**src/rtl/stepper_positioner_with_homing_top_assert.svh**
```systemverilog
// Assertion macros shared by the RTL.
// ASSERT_CLK   : property holds at every rising edge out of reset.
// ASSERT_NEVER : condition is never true at a rising edge out of reset.
`ifndef STEPPER_POSITIONER_WITH_HOMING_TOP_ASSERT_SVH
`define STEPPER_POSITIONER_WITH_HOMING_TOP_ASSERT_SVH

`ifndef ASSERT_OFF
`define ASSERT_CLK(lbl, clk, rst_n, prop) \
	lbl: assert property (@(posedge clk) disable iff (!rst_n) prop) \
		else $error("assertion failed: %m");
`define ASSERT_NEVER(lbl, clk, rst_n, cond) \
	lbl: assert property (@(posedge clk) disable iff (!rst_n) !(cond)) \
		else $error("forbidden condition seen: %m");
`else
`define ASSERT_CLK(lbl, clk, rst_n, prop)
`define ASSERT_NEVER(lbl, clk, rst_n, cond)
`endif

`endif

```
**src/rtl/spwh_pkg.sv**
```systemverilog
package spwh_pkg;

	localparam int FULL_TRAVEL_STEPS = 10240;
	localparam int PCT_MAX           = 100;
	localparam int POS_W             = $clog2(FULL_TRAVEL_STEPS + 1);
	localparam int PCT_W             = $clog2(PCT_MAX + 1);

	// action codes
	localparam logic [1:0] ACT_TICK   = 2'd0;
	localparam logic [1:0] ACT_TARGET = 2'd1;
	localparam logic [1:0] ACT_HOME   = 2'd2;

	typedef enum logic [1:0] {
		MODE_IDLE   = 2'd0,
		MODE_HOMING = 2'd1,
		MODE_MOVING = 2'd2
	} mode_t;

	typedef struct packed {
		logic [1:0]        action;
		logic signed [7:0] percent;
		logic              at_top;
		logic              slot_free;
	} item_t;

	typedef struct packed {
		logic             step_pulse;
		logic             dir_down;
		logic             take_slot;
		logic             give_slot;
		mode_t            mode_now;
		logic [PCT_W-1:0] shown_percent;
	} result_t;

	typedef logic [POS_W-1:0] steps_lut_t [0:PCT_MAX];
	typedef logic [PCT_W-1:0] shown_lut_t [0:PCT_MAX];

	// percent -> steps, rounded down
	function automatic steps_lut_t build_steps();
		steps_lut_t t;
		for (int i = 0; i <= PCT_MAX; i++) begin
			t[i] = POS_W'(FULL_TRAVEL_STEPS * i / PCT_MAX);
		end
		return t;
	endfunction

	// steps of that percent -> percent again, rounded down
	function automatic shown_lut_t build_shown();
		shown_lut_t t;
		for (int i = 0; i <= PCT_MAX; i++) begin
			t[i] = PCT_W'((FULL_TRAVEL_STEPS * i / PCT_MAX) * PCT_MAX / FULL_TRAVEL_STEPS);
		end
		return t;
	endfunction

	localparam steps_lut_t STEPS_LUT = build_steps();
	localparam shown_lut_t SHOWN_LUT = build_shown();

endpackage

```
**src/rtl/spwh_core.sv**
```systemverilog
`include "stepper_positioner_with_homing_top_assert.svh"

module spwh_core (
	input  logic              clk,
	input  logic              arst_n,
	input  logic              en,
	input  spwh_pkg::item_t   item,
	output spwh_pkg::result_t res
);
	import spwh_pkg::*;

	mode_t            mode_q, mode_d;
	logic [POS_W-1:0] position_q, position_d;
	logic [POS_W-1:0] target_q, target_d;
	logic [POS_W-1:0] wtarget_q, wtarget_d;
	logic             home_q, home_d;
	logic             dir_q, dir_d;
	logic [PCT_W-1:0] shown_q, shown_d;
	logic [PCT_W-1:0] pct_idx;
	logic             step, take, give;

	// clamp to 0..100
	always_comb begin
		if (item.percent[7]) begin
			pct_idx = '0;
		end else if (item.percent > 8'sd100) begin
			pct_idx = PCT_W'(PCT_MAX);
		end else begin
			pct_idx = item.percent[PCT_W-1:0];
		end
	end

	always_comb begin
		mode_d     = mode_q;
		position_d = position_q;
		target_d   = target_q;
		wtarget_d  = wtarget_q;
		home_d     = home_q;
		dir_d      = dir_q;
		shown_d    = shown_q;
		step       = 1'b0;
		take       = 1'b0;
		give       = 1'b0;
		unique case (item.action)
			ACT_TARGET: begin
				target_d = STEPS_LUT[pct_idx];
				shown_d  = SHOWN_LUT[pct_idx];
			end
			ACT_HOME: begin
				home_d = 1'b1;
			end
			ACT_TICK: begin
				unique case (mode_q)
					MODE_HOMING: begin
						if (item.at_top) begin
							mode_d     = MODE_IDLE;
							position_d = '0;
							home_d     = 1'b0;
							give       = 1'b1;
						end else begin
							step = 1'b1;
						end
					end
					MODE_MOVING: begin
						if (position_q == wtarget_q) begin
							mode_d = MODE_IDLE;
							give   = 1'b1;
						end else if (position_q < wtarget_q) begin
							step       = 1'b1;
							position_d = position_q + 1'b1;
						end else begin
							step       = 1'b1;
							position_d = position_q - 1'b1;
						end
					end
					MODE_IDLE: begin
						if (home_q) begin
							if (item.slot_free) begin
								mode_d = MODE_HOMING;
								dir_d  = 1'b0;
								take   = 1'b1;
							end
						end else if (position_q != target_q && item.slot_free) begin
							mode_d    = MODE_MOVING;
							wtarget_d = target_q;
							dir_d     = position_q < target_q;
							take      = 1'b1;
						end
					end
					default: mode_d = MODE_IDLE;
				endcase
			end
			default: ; // unused code: no change
		endcase
	end

	always_ff @(posedge clk or negedge arst_n) begin
		if (!arst_n) begin
			mode_q     <= MODE_IDLE;
			position_q <= '0;
			target_q   <= '0;
			wtarget_q  <= '0;
			home_q     <= 1'b1;
			dir_q      <= 1'b0;
			shown_q    <= '0;
		end else if (en) begin
			mode_q     <= mode_d;
			position_q <= position_d;
			target_q   <= target_d;
			wtarget_q  <= wtarget_d;
			home_q     <= home_d;
			dir_q      <= dir_d;
			shown_q    <= shown_d;
		end
	end

	assign res.step_pulse    = step;
	assign res.dir_down      = dir_d;
	assign res.take_slot     = take;
	assign res.give_slot     = give;
	assign res.mode_now      = mode_d;
	assign res.shown_percent = shown_d;

	`ASSERT_CLK(a_step_not_idle, clk, arst_n, (en && step) |-> (mode_q != MODE_IDLE))
	`ASSERT_CLK(a_take_leaves_idle, clk, arst_n,
		(en && take) |-> (mode_q == MODE_IDLE && mode_d != MODE_IDLE))
	`ASSERT_CLK(a_home_done, clk, arst_n,
		(en && mode_q == MODE_HOMING && give) |=> (position_q == '0 && !home_q))
	`ASSERT_NEVER(a_pos_range, clk, arst_n, position_q > POS_W'(FULL_TRAVEL_STEPS))
endmodule

```
**src/rtl/stepper_positioner_with_homing_top.sv**
```systemverilog
// Step/direction positioner for a stepper-driven blind, with homing.
//
// Input stream (s_axis): one item per transfer. tuser carries the action
// (tick, set target percent, request homing); tdata carries percent, the
// top limit switch level and the drive slot availability.
// Output stream (m_axis): exactly one result per input item, in order:
// step pulse, direction, slot take/give pulses, mode, shown percent.
//
// A result is registered twice on its way out: input register, then result
// register. Throughput: one item per clock while m_axis_tready does not stall
// the pipeline; every item is decided by one pass of compare/increment logic
// and two 101-entry constant tables.
//
// Reset (arst_n low): mode idle, position and target zero, direction up,
// homing pending, both streams empty. The first tick with a free slot
// therefore starts homing.
//
// Stall: while m_axis_tready is low and a result waits, the pipeline holds;
// one more item can still be taken into the input register, then
// s_axis_tready drops. No result is lost or repeated.
module stepper_positioner_with_homing_top (
	input  logic        clk,
	input  logic        arst_n,
	input  logic        s_axis_tvalid,
	output logic        s_axis_tready,
	input  logic [15:0] s_axis_tdata,  // [7:0] percent, [8] at_top, [9] slot_free, rest 0
	input  logic [1:0]  s_axis_tuser,  // [1:0] action
	output logic        m_axis_tvalid,
	input  logic        m_axis_tready,
	// [0] step_pulse, [1] dir_down, [2] take_slot, [3] give_slot,
	// [5:4] mode_now, [12:6] shown_percent, rest 0
	output logic [15:0] m_axis_tdata
);
	import spwh_pkg::*;

	item_t   item_s1;
	logic    valid_s1;
	result_t res;
	result_t res_q;
	logic    out_valid_q;
	logic    adv;
	logic    proc;

	// result register free or being drained this cycle
	assign adv           = !out_valid_q || m_axis_tready;
	assign proc          = valid_s1 && adv;
	assign s_axis_tready = !valid_s1 || adv;

	// input register
	always_ff @(posedge clk or negedge arst_n) begin
		if (!arst_n) begin
			valid_s1 <= 1'b0;
		end else if (s_axis_tready) begin
			valid_s1 <= s_axis_tvalid;
		end
	end

	always_ff @(posedge clk) begin
		if (s_axis_tvalid && s_axis_tready) begin
			item_s1.action    <= s_axis_tuser;
			item_s1.percent   <= s_axis_tdata[7:0];
			item_s1.at_top    <= s_axis_tdata[8];
			item_s1.slot_free <= s_axis_tdata[9];
		end
	end

	// state and per-item decision; state advances only when the result moves on
	spwh_core u_core (
		.clk    (clk),
		.arst_n (arst_n),
		.en     (proc),
		.item   (item_s1),
		.res    (res)
	);

	// result register
	always_ff @(posedge clk or negedge arst_n) begin
		if (!arst_n) begin
			out_valid_q <= 1'b0;
		end else if (adv) begin
			out_valid_q <= valid_s1;
		end
	end

	always_ff @(posedge clk) begin
		if (proc) begin
			res_q <= res;
		end
	end

	assign m_axis_tvalid = out_valid_q;
	assign m_axis_tdata  = {3'b000, res_q.shown_percent, res_q.mode_now, res_q.give_slot,
	                        res_q.take_slot, res_q.dir_down, res_q.step_pulse};
endmodule
```
**config.mk**
```make
export PLATFORM = sky130hd
export DESIGN_NAME = stepper_positioner_with_homing_top
export DESIGN_NICKNAME = d
export VERILOG_FILES = /design/src/rtl/spwh_pkg.sv /design/src/rtl/spwh_core.sv /design/src/rtl/stepper_positioner_with_homing_top.sv
export VERILOG_INCLUDE_DIRS = /design/src /design/src/rtl
export SDC_FILE = /design/constraint.sdc
export NUM_CORES = 1
export LEC_CHECK = 0
export BUFFER_PORTS_ARGS = -buffer_cell sky130_fd_sc_hd__buf_2
export CAP_MARGIN = 20
export CORE_ASPECT_RATIO = 0.8
export CORE_MARGIN = 1.5
export CORE_UTILIZATION = 56
export CTS_CLUSTER_SIZE = 16
export DETAILED_ROUTE_END_ITERATION = 7
export GPL_TIMING_DRIVEN = 0
export HOLD_SLACK_MARGIN = 0.1
export PLACE_DENSITY = 0.81
export RECOVER_POWER = 100
export SETUP_SLACK_MARGIN = 0.4
export SLEW_MARGIN = 20
export SYNTH_ARGS = -nofsm -noshare
export SYNTH_HDL_FRONTEND = slang
export SYNTH_SLANG_ARGS = --single-unit
export TNS_END_PERCENT = 50
```
**constraint.sdc**
```tcl
create_clock -name clk -period 4 [get_ports clk]
set_clock_uncertainty 0.05 [all_clocks]
set_input_delay 0.4 -clock clk [delete_from_list [all_inputs] [get_ports clk]]
set_output_delay 0.4 -clock clk [all_outputs]
set_load 0.01 [all_outputs]
```
==> results of run 1 <==
## synth_stat cells (all sizes together), types with 3 or more instances
cell | count | area share (%)
nand3b | 4 | 0.53
nor2b | 7 | 0.77
nand4 | 10 | 1.1
o21ai | 62 | 5.7
xor2 | 5 | 0.77
a32o | 3 | 0.53
a21o | 8 | 1.1
and2 | 4 | 0.44
or2 | 3 | 0.33
xnor2 | 5 | 0.77
nand2b | 12 | 1.3
clkbuf | 24 | 1.6
edfxtp | 25 | 13
dfrtp | 44 | 19
a22o | 8 | 1.2
inv | 40 | 2.7
nand2 | 71 | 4.7
mux2i | 6 | 1.1
o31ai | 5 | 0.66
a22oi | 5 | 0.66
a21boi | 3 | 0.40
ha | 55 | 12
o21a | 7 | 0.92
nor3 | 21 | 2.0
nand3 | 21 | 1.8
buf | 17 | 2.1
o211ai | 10 | 1.3
a211oi | 13 | 1.8
o41ai | 3 | 0.46
a31oi | 9 | 0.99
nor4b | 3 | 0.46
nor2 | 44 | 3.0
mux2 | 8 | 1.7
a21oi | 45 | 4.0
o221ai | 5 | 0.77
a211o | 3 | 0.46
nor4 | 3 | 0.33
o2111ai | 4 | 0.62
or3 | 3 | 0.33
clkinv | 3 | 0.20
a221oi | 3 | 0.57
o22ai | 3 | 0.33
## critical path: stages (launching register included)
cell	delay, ps
dfrtp_1	410
buf_4	140
buf_4	120
ha_1	170
nand2b_1	140
a21oi_1	280
o31ai_4	100
a32oi_4	210
buf_12	160
buf_4	120
fa_2	220
nand3_2	90
a21boi_2	220
o21ai_2	110
a21o_1	220
a21oi_1	230
o211ai_1	150
a21o_1	220
a32o_1	270
## worst max path at each step
stage               slack [ps]                             start                                end  cells past startpoint
floorplan                  400   u_core.wtarget_q[8]$_DFFE_PN0P_  u_core.position_q[13]$_DFFE_PN0P_                     15
global placement          -240  u_core.position_q[4]$_DFFE_PN0P_  u_core.position_q[13]$_DFFE_PN0P_                     14
detailed placement        -570  u_core.position_q[4]$_DFFE_PN0P_  u_core.position_q[13]$_DFFE_PN0P_                     14
CTS                        320  u_core.position_q[0]$_DFFE_PN0P_  u_core.position_q[13]$_DFFE_PN0P_                     15
global route               140   u_core.wtarget_q[8]$_DFFE_PN0P_  u_core.position_q[12]$_DFFE_PN0P_                     18
finish                     230   u_core.wtarget_q[8]$_DFFE_PN0P_  u_core.position_q[12]$_DFFE_PN0P_                     18
## timing repair
action / CTS / global route
endpoints found under the hold margin: 0 / 44
endpoints found under the setup margin: 14 / 12
resized for setup: 28 / 40
hold buffers: 0 / 1
buffers inserted: 11 / 19
pin swaps: 6 / 24
## final cells by class
| class | count | share of cell area [%] |
|---|---|---|
| multi-input combinational | 514 | 54.37 |
| sequential | 70 | 27.50 |
| timing repair buffer | 61 | 5.617 |
| clock buffer | 10 | 3.338 |
| buffer | 41 | 3.046 |
| tap | 136 | 2.480 |
| inverter | 43 | 2.389 |
| clock inverter | 6 | 1.258 |
## registers in the layout, indices dropped and copies added, names as in the netlist
| name | flops |
|---|---|
| u_core.position_q | 14 |
| m_axis_tdata | 13 |
| item_s1 | 12 |
| u_core.target_q | 9 |
| u_core.wtarget_q | 9 |
| u_core.shown_q | 7 |
| u_core.mode_q | 2 |
| m_axis_tvalid | 1 |
| u_core.dir_q | 1 |
| u_core.home_q | 1 |
| valid_s1 | 1 |
## where the power goes
group | internal [mW] | total (mW) | switching (mW)
Clock | 0.545 | 0.861 | 0.316
Sequential | 0.905 | 1.02 | 0.117
Combinational | 0.399 | 1.04 | 0.641
Total | 1.85 | 2.92 | 1.07
## per-stage QoR
step / power, mW / std cells
after floorplan: 1.589 / 668
after global placement: 1.817 / 834
after detailed placement: 1.862 / 834
after CTS: 2.759 / 861
after global routing: 3.046 / 881
final: 2.924 / 881
## logic make-up (layout without fill, tap and decap cells)
logic type,count (synthesis),in the layout,synth area share [%]
compound gates,217,217,25.36
mux,14,14,2.708
simple gates,214,214,18.21
buf+inv,84,161,6.605
other cells,1,3,0.06599
flops,70,70,33.05
fa+ha+maj,56,56,12.46
xor+xnor,10,10,1.541
## metal layers
layer | GRT usage, % | routed length, um | up-vias | share of wire (%)
li1 | - | - | 2600 | -
met1 | 51.73 | 8236 | 2840 | 41
met2 | 54.73 | 8914 | 424 | 44
met3 | 9.592 | 2432 | 96 | 12
met4 | 8.740 | 729 | 0 | 3.6
met5 | 0 | 0 | - | 0
==> qor.yml, run 1 <==
status:
  outcome: "finished with violations"
  violated_checks: "capacitance limit, slew limit"
sta:
  final.hold.worst_slack_ps: 178.2
  period_minus_slack_ps: 3767
  setup-tns-final_ps: 0
  tightestPinTransition_ps: 2596
  report.final.slew_viol_count: 46
  rsz0062_at_grt: "yes"
  final_min_period_over_clock_period_pct: 94.18
  setup_viol: 0
  hold_viol: 0
  relSlewSlack_pct: -73.05
  max_freq_mhz: 265.5
  finalWorstSetupSlack_ps: 232.9
routing:
  firstDrtPassIters: 5
  antenna_left: 0
  vias_per_cell: 6.765
  wl_per_cell_um: 23.06
  drcViolationCount: 0
  routed_wirelength_um: 20310
  via_count: 5960
  initialDrtViolationCount: 621
floorplan:
  floorplan.rows: 32
  design.die.area_um2: 10770
  number_of_top_level_pins: 40
  die_width_um: 115.6
  starting_density_of_the_core_pct: 58.17
  core_region_area_um2: 9769
  die_height_um: 93.10
grt:
  grt_pass1_vias: 5586
  grt_antenna_before_repair: 0
  grt_use_total_pct: 36.21
  grt_pass1_wl_um: 29680
  globalRoute.totalOverflow: 0
  grt_start_max_net_pins: 46
setup_path:
  worstPathRequired_ps: 4180
  cp_arrival_ps: 3940
  worstSetupEndpointType: "flip-flop"
  critical_path_peak_fanout: 6
  crit_type: "flip-flop to flip-flop"
  startpoint_type: "flip-flop"
  r2r_start: "u_core.wtarget_q[8]$_DFFE_PN0P_"
  worst-r2r-cell-count: 18
  r2r_end: "u_core.position_q[12]$_DFFE_PN0P_"
  r2r_setup_slack_ps: 230
job:
  cap_violations: 1
synthesis:
  postSynth.asyncResetShare_pct: 64.29
  postSynthRegisterBits: 70
  post_synth_instance_area_um2: 5683
  cell_count_after_synthesis: 666
  synth_edf_count: 25
  synth.avg_cell_area_um2: 8.533
  primary_ff_master_synth: "dfrtp_1"
  ys.warnings.count: 0
  yosysSeqAreaShare_pct: 33.05
  synth_cell_types: 77
clock_network:
  cts_clock_pin_slew_for_the_worst_setup_and_hold_paths_ps: 60
  cts_root_buffer_type: "clkbuf_16"
  maximum_clock_path_buffer_count: 2
  clock_insertion_delay_worst_skew_ps: 350
  htreeDepth: 3
  cts.sinks: 70
  tritoncts.num_buffers: 9
  tritoncts: "built"
layout:
  seqCellArea_um2: 1887
  finalInstanceArea_um2: 6860
  final_common_cell: "nand2_1"
  layout-drive-gt1-share_pct: 18.52
  finish.utilization_pct: 70.22
  fill_cell_total_of_the_finished_layout: 755
  finalNetCount: 818
  mostFrequentLayoutCells: "nand2_1 (71), o21ai_0 (51), ha_1 (44)"
  antenna_cells_inserted: 0
  multi_input_comb_area_um2: 3730
  area_growth_from_synthesis_to_layout_pct: 20.72
worst_hold_path:
  min-delay-path-class: "primary input to flip-flop"
  holdPathEnd: "item_s1[6]$_DFFE_PP_"
  hold_path_depth: 1
  hp-start: "s_axis_tdata[4]"
placed_design:
  detailedPlace.worstSlack_ps: -573.7
  dp.final_hpwl_um: 13390
  place.port_buffers: 30
  place_congestion: 0.9623
  placed_area_um2: 6030
power:
  p_leak_nw: 2.896
  power_per_cell_area_nw_per_um2: 426.2
  worst_ir_drop_vdd_mv: 0.3257
Power figures use the tool's default switching activity.
==> run 2: changes to the inputs <==
CORE_MARGIN = 2   (was 1.5)
==> run 2 against run 1 <==
  * The run ends with DRC, capacitance limit, slew limit left
  * Core utilization down 0.42 points
  * Sequential share of layout area up 0.13 points
  * Largest power group is now sequential cells
  * Fmax down 2.1%
  * Non-clock buffer count down 1
  * Hold slack better by 14 ps
  * Die area up 1.9%
  * Routed wire length down 2.9%
==> qor.yml, run 2 (synthesized netlist as in run 1, its figures left out) <==
grt:
  globalRoute.totalOverflow: 0  # unchanged
  grt_use_total_pct: 34.93  # was 36.21%
  grt_start_max_net_pins: 46  # unchanged
  grt_pass1_wl_um: 29020  # was 29680 um
  grt_pass1_vias: 5454  # was 5586
  grt_antenna_before_repair: 0  # unchanged
placed_design:
  place.port_buffers: 30  # unchanged
  detailedPlace.worstSlack_ps: -477.5  # was -573.7 ps
  place_congestion: 1.006  # was 0.9623
  dp.final_hpwl_um: 13180  # was 13390 um
  placed_area_um2: 6030  # unchanged
floorplan:
  floorplan.rows: 32  # unchanged
  core_region_area_um2: 9769  # unchanged
  die_height_um: 94.10  # was 93.10 um
  starting_density_of_the_core_pct: 58.17  # unchanged
  design.die.area_um2: 10970  # was 10770 um2
  die_width_um: 116.6  # was 115.6 um
  number_of_top_level_pins: 40  # unchanged
layout:
  finalInstanceArea_um2: 6819  # was 6860 um2
  largest_register_ff_count: 14  # unchanged
  mostFrequentLayoutCells: "nand2_1 (71), o21ai_0 (51), ha_1 (45)"  # was nand2_1 (71), o21ai_0 (51), ha_1 (44)
  finish.utilization_pct: 69.80  # was 70.22%
  layout-drive-gt1-share_pct: 18.55  # was 18.52%
  final_common_cell: "nand2_1"  # unchanged
  largest-register: "u_core.position_q"  # unchanged
  finalNetCount: 817  # was 818
  antenna_cells_inserted: 0  # unchanged
  area_growth_from_synthesis_to_layout_pct: 19.99  # was 20.72%
  fill_cell_total_of_the_finished_layout: 768  # was 755
sta:
  max_freq_mhz: 260.0  # was 265.5 MHz
  rsz0062_at_grt: "yes"  # unchanged
  hold_viol: 0  # unchanged
  report.final.slew_viol_count: 46  # unchanged
  setup_viol: 0  # unchanged
  tightestPinTransition_ps: 2622  # was 2596 ps
  period_minus_slack_ps: 3846  # was 3767 ps
  final_min_period_over_clock_period_pct: 96.15  # was 94.18%
  relSlewSlack_pct: -74.79  # was -73.05%
  finalWorstSetupSlack_ps: 154.0  # was 232.9 ps
setup_path:
  worst-r2r-cell-count: 15  # was 18
  r2r_setup_slack_ps: 150  # was 230 ps
  r2r_end: "u_core.position_q[13]$_DFFE_PN0P_"  # was u_core.position_q[12]$_DFFE_PN0P_
  worstPathRequired_ps: 4170  # was 4180 ps
  cp_arrival_ps: 4020  # was 3940 ps
  critical_path_peak_fanout: 5  # was 6
  crit_type: "flip-flop to flip-flop"  # unchanged
  worstSetupEndpointType: "flip-flop"  # unchanged
  startpoint_type: "flip-flop"  # unchanged
  r2r_start: "u_core.position_q[7]$_DFFE_PN0P_"  # was u_core.wtarget_q[8]$_DFFE_PN0P_
worst_hold_path:
  hold_path_depth: 1  # unchanged
  min-delay-path-class: "primary input to flip-flop"  # unchanged
  hp-start: "s_axis_tdata[3]"  # was s_axis_tdata[4]
  holdPathEnd: "item_s1[5]$_DFFE_PP_"  # was item_s1[6]$_DFFE_PP_
routing:
  drcViolationCount: 2  # was 0
  wl_per_cell_um: 22.42  # was 23.06 um
  via_count: 5950  # was 5960
  initialDrtViolationCount: 738  # was 621
  routed_wirelength_um: 19730  # was 20310 um
  firstDrtPassIters: 8  # was 5
  vias_per_cell: 6.761  # was 6.765
  antenna_left: 0  # unchanged
status:
  violated_checks: "DRC, capacitance limit, slew limit"  # was capacitance limit, slew limit
  outcome: "finished with violations"  # unchanged
clock_network:
  htreeDepth: 3  # unchanged
  cts_clock_pin_slew_for_the_worst_setup_and_hold_paths_ps: 60  # about the same
  tritoncts: "built"  # unchanged
  maximum_clock_path_buffer_count: 2  # unchanged
  cts.sinks: 70  # unchanged
  tritoncts.num_buffers: 9  # unchanged
  cts_root_buffer_type: "clkbuf_16"  # unchanged
  clock_insertion_delay_worst_skew_ps: 330  # was 350 ps
power:
  worst_ir_drop_vdd_mv: 0.3344  # was 0.3257 mV
  p_leak_nw: 2.881  # was 2.896 nW
  power_per_cell_area_nw_per_um2: 411.4  # was 426.2 nW/um2
job:
  cap_violations: 1  # unchanged
run 2: layer usage:
| metal | part of all wire, % | routed length (um) | GRT usage [%] |
|---|---|---|---|
| met1 | 40 | 7909 | 49.57 |
| met4 | 3.3 | 647 | 7.451 |
| met2 | 44 | 8629 | 51.21 |
| met3 | 13 | 2542 | 12.45 |
| met5 | 0 | 0 | 0 |
run 2: power by group:
group	leakage, nW	switching [mW]	internal, mW	total, mW
clock	0.140	0.318	0.487	0.805
combinational	1.95	0.621	0.370	0.991
sequential	0.794	0.104	0.905	1.01
run 2: what timing repair did:
| action | in CTS | in global routing |
|---|---|---|
| endpoints found under the hold margin | 0 | 44 |
| gates resized for setup | 31 | 36 |
| pin swaps | 7 | 20 |
| hold buffers | 0 | 1 |
| buffers inserted | 11 | 18 |
| cloned | 0 | 0 |
| setup endpoints to repair | 12 | 8 |
run 2: area by class of cell:
class / instances / area (um2) / area share [%]
Buffer: 41 / 209.0 / 3.064
Clock buffer: 10 / 229.0 / 3.358
Clock inverter: 6 / 68.82 / 1.009
Inverter: 43 / 163.9 / 2.404
Multi-Input combinational cell: 514 / 3716 / 54.50
Sequential cell: 70 / 1884 / 27.63
Tap cell: 136 / 170.2 / 2.495
Timing Repair Buffer: 60 / 377.9 / 5.541
run 2: worst max-delay path by stage:
stage | depth (start not counted) | start | to
2_1_floorplan | 15 | u_core.wtarget_q[8]$_DFFE_PN0P_ | u_core.position_q[13]$_DFFE_PN0P_
3_3_place_gp | 14 | u_core.position_q[4]$_DFFE_PN0P_ | u_core.position_q[13]$_DFFE_PN0P_
3_5_place_dp | 14 | u_core.position_q[4]$_DFFE_PN0P_ | u_core.position_q[13]$_DFFE_PN0P_
4_1_cts | 16 | u_core.wtarget_q[8]$_DFFE_PN0P_ | u_core.position_q[13]$_DFFE_PN0P_
5_1_grt | 15 | u_core.position_q[7]$_DFFE_PN0P_ | u_core.position_q[13]$_DFFE_PN0P_
6_report | 15 | u_core.position_q[7]$_DFFE_PN0P_ | u_core.position_q[13]$_DFFE_PN0P_
run 2: metrics by stage:
step / hold slack, ps / setup TNS [ps] / power, mW / cells
floorplan: 54.41 / 0 / 1.589 / 668
global placement: 406.5 / -445.0 / 1.816 / 834
detailed placement: 419.3 / -882.1 / 1.853 / 834
CTS: 184.8 / 0 / 2.699 / 861
global route: 185.4 / 0 / 2.937 / 880
finish: 191.7 / 0 / 2.806 / 880
run 2: critical path, stage by stage, from the launching register on:
cell	delay (ps)
dfrtp_2	460
ha_1	350
nand4_1	130
nor2_1	290
o31ai_4	160
a32oi_4	250
buf_12	160
ha_1	250
a211oi_1	330
o21a_1	250
nor3_4	90
o31ai_4	330
nor3_2	90
nor4b_4	320
nand3b_1	150
o21ai_1	70
==> run 3: changes to the inputs <==
CORE_UTILIZATION = 62   (was 56)
PLACE_DENSITY = 0.85   (was 0.81)
clock period = 3.7 ns   (was 4 ns; I/O delays follow)
==> run 3 against run 2 <==
  * The run ends with capacitance limit, slew limit, setup timing left
  * First-iteration DRC count up 40%
  * Final cell count down 2.0%
  * Power up 14%
  * Routed wire length up 4.4%
  * Fmax up 1.1%
  * Global-route usage up 5.0 points
  * Sequential power up 9%
  * Via count up 2.7%
  * Sequential cell count unchanged
==> qor.yml, run 3 (synthesized netlist as in run 1, its figures left out) <==
status:
  outcome: "finished with violations"  # unchanged
  violated_checks: "capacitance limit, slew limit, setup timing"  # was DRC, capacitance limit, slew limit
placed_design:
  place.port_buffers: 30  # unchanged
  dp.final_hpwl_um: 12960  # was 13180 um
  detailedPlace.worstSlack_ps: -489.9  # was -477.5 ps
  dpl.cell_count: 813  # was 834
  place_congestion: 0.9754  # was 1.006
layout:
  layoutNonFillerInstCount: 862  # was 880
  final_common_cell: "nand2_1"  # unchanged
  finalNetCount: 820  # was 817
  largest-register: "u_core.position_q"  # unchanged
  antenna_cells_inserted: 0  # unchanged
  largest_register_ff_count: 14  # unchanged
  mostFrequentLayoutCells: "nand2_1 (70), o21ai_0 (52), nor2_1 (42)"  # was nand2_1 (71), o21ai_0 (51), ha_1 (45)
  area_growth_from_synthesis_to_layout_pct: 21.88  # was 19.99%
  layout-drive-gt1-share_pct: 20.35  # was 18.55%
clock_network:
  clock_insertion_delay_worst_skew_ps: 350  # was 330 ps
  tritoncts.num_buffers: 9  # unchanged
  maximum_clock_path_buffer_count: 2  # unchanged
  cts_root_buffer_type: "clkbuf_16"  # unchanged
  cts.sinks: 70  # unchanged
  htreeDepth: 3  # unchanged
  cts_clock_pin_slew_for_the_worst_setup_and_hold_paths_ps: 60  # about the same
  tritoncts: "built"  # unchanged
routing:
  route.met3.wl_um: 2621  # was 2542 um
  antenna_left: 0  # unchanged
  wl_per_cell_um: 23.89  # was 22.42 um
  drcViolationCount: 0  # was 2
  m1WireLength_um: 8207  # was 7909 um
  initialDrtViolationCount: 1033  # was 738
  met2_length_um: 8715  # was 8629 um
  routed_wirelength_um: 20590  # was 19730 um
  firstDrtPassIters: 8  # unchanged
  vias_per_cell: 7.087  # was 6.761
  highest_layer: "met4"  # unchanged
  via_count: 6109  # was 5950
setup_path:
  cp_arrival_ps: 3990  # was 4020 ps
  worstPathRequired_ps: 3890  # was 4170 ps
  cpMaxStageDelayCell: "dfrtp_1"  # was dfrtp_2
  worst-r2r-cell-count: 16  # was 15
  crit_type: "flip-flop to flip-flop"  # unchanged
  cp_cell_sequence: "inv_2, ha_4, nand4_1, a21oi_2, o31ai_4, a32oi_4, buf_12, buf_4, ha_4, nand3_1, nor3_4, o31ai_4, and4_1, nor4b_4, nand3b_1, o21ai_1"  # was ha_1, nand4_1, nor2_1, o31ai_4, a32oi_4, buf_12, ha_1, a211oi_1, o21a_1, nor3_4, o31ai_4, nor3_2, nor4b_4, nand3b_1, o21ai_1
  worstSetupEndpointType: "flip-flop"  # unchanged
  critical_path_peak_fanout: 12  # was 5
  cpPeakStageDelay_ps: 400  # was 460 ps
  startpoint_type: "flip-flop"  # unchanged
floorplan:
  design.die.area_um2: 9953  # was 10970 um2
  die_height_um: 89.63  # was 94.10 um
  core_region_area_um2: 8999  # was 9769 um2
  die_width_um: 111.0  # was 116.6 um
  floorplan.rows: 31  # was 32
  number_of_top_level_pins: 40  # unchanged
  starting_density_of_the_core_pct: 63.15  # was 58.17%
sta:
  setup-tns-final_ps: -186.9  # was 0 ps
  tightestPinTransition_ps: 2582  # was 2622 ps
  rsz0062_at_grt: "yes"  # unchanged
  setup_viol: 3  # was 0
  finalWorstSetupSlack_ps: -105.0  # was 154.0 ps
  period_minus_slack_ps: 3805  # was 3846 ps
  final.hold.worst_slack_ps: 149.2  # was 191.7 ps
  relSlewSlack_pct: -72.13  # was -74.79%
  final_min_period_over_clock_period_pct: 102.8  # was 96.15%
  report.final.slew_viol_count: 46  # unchanged
  max_freq_mhz: 262.8  # was 260.0 MHz
  hold_viol: 0  # unchanged
grt:
  grt_antenna_before_repair: 0  # unchanged
  globalRoute.totalOverflow: 0  # unchanged
  grt_pass1_wl_um: 30570  # was 29020 um
  grt_use_total_pct: 39.97  # was 34.93%
  grt_start_max_net_pins: 46  # unchanged
  grt_pass1_vias: 5632  # was 5454
worst_hold_path:
  hold_path_depth: 1  # unchanged
  min-delay-path-class: "primary input to flip-flop"  # unchanged
power:
  fin_total_pwr_mw: 3.208  # was 2.806 mW
  worst_ir_drop_vdd_mv: 0.4626  # was 0.3344 mV
  power_per_cell_area_nw_per_um2: 463.1  # was 411.4 nW/um2
  p_leak_nw: 2.916  # was 2.881 nW
job:
  cap_violations: 1  # unchanged
## run 3: cell type report
class                   count  area, um2
clock inverters             7      88.84
clock buffers               9      225.2
flip-flops and latches     70       1886
repair buffers             63      404.1
inverters                  43      165.2
fillers                   580       2072
plain buffers              41      214.0
well taps                 115      143.9
multi-input cells         514       3800
## run 3: stage by stage
step,instance area [um2],util [%]
after CTS,6764,75.17
after global routing,6927,76.97
final,6927,76.97
after global placement,6100,67.78
after floorplan,5806,-
after detailed placement,6100,67.78
## run 3: what timing repair did
| action | CTS | global route |
|---|---|---|
| pin swaps | 15 | 15 |
| endpoints found under the hold margin | 0 | 44 |
| endpoints found under the setup margin | 18 | 16 |
| resized for setup | 33 | 25 |
| buffers inserted | 24 | 8 |
| hold buffers | 0 | 1 |
## run 3: worst max-delay path, delay by kind of cell (launching register included)
| family | cells | cell delay, ps |
|---|---|---|
| flops | 1 | 400 |
| fa+ha+maj | 2 | 570 |
| simple gates | 6 | 1320 |
| buf+inv | 3 | 490 |
| compound gates | 5 | 850 |
## run 3: final timing paths
path / end / slack, ps / from
worst max register to register: u_core.position_q[13]$_DFFE_PN0P_ / -110 / u_core.wtarget_q[8]$_DFFE_PN0P_
worst max-delay path: u_core.position_q[13]$_DFFE_PN0P_ / -110 / u_core.wtarget_q[8]$_DFFE_PN0P_
min in group asynchronous: u_core.position_q[3]$_DFFE_PN0P_ / 1310 / arst_n
max in group asynchronous: u_core.position_q[11]$_DFFE_PN0P_ / 610 / arst_n
worst min register to register: u_core.shown_q[6]$_DFFE_PN0P_ / 440 / u_core.shown_q[6]$_DFFE_PN0P_
worst min-delay path: item_s1[2]$_DFFE_PP_ / 150 / s_axis_tdata[0]
## run 3: report_power, final
part | internal [mW] | switching, mW | total (mW)
logic | 0.446 | 0.732 | 1.18
registers | 0.979 | 0.121 | 1.10
clock network | 0.585 | 0.346 | 0.931
total | 2.01 | 1.20 | 3.21
## run 3: metal layers
| metal | global-route usage [%] | vias to the layer above |
|---|---|---|
| li1 | - | 2615 |
| met1 | 56.13 | 2842 |
| met2 | 60.79 | 523 |
| met3 | 9.597 | 129 |
| met4 | 15.94 | 0 |
| met5 | 0 | - |
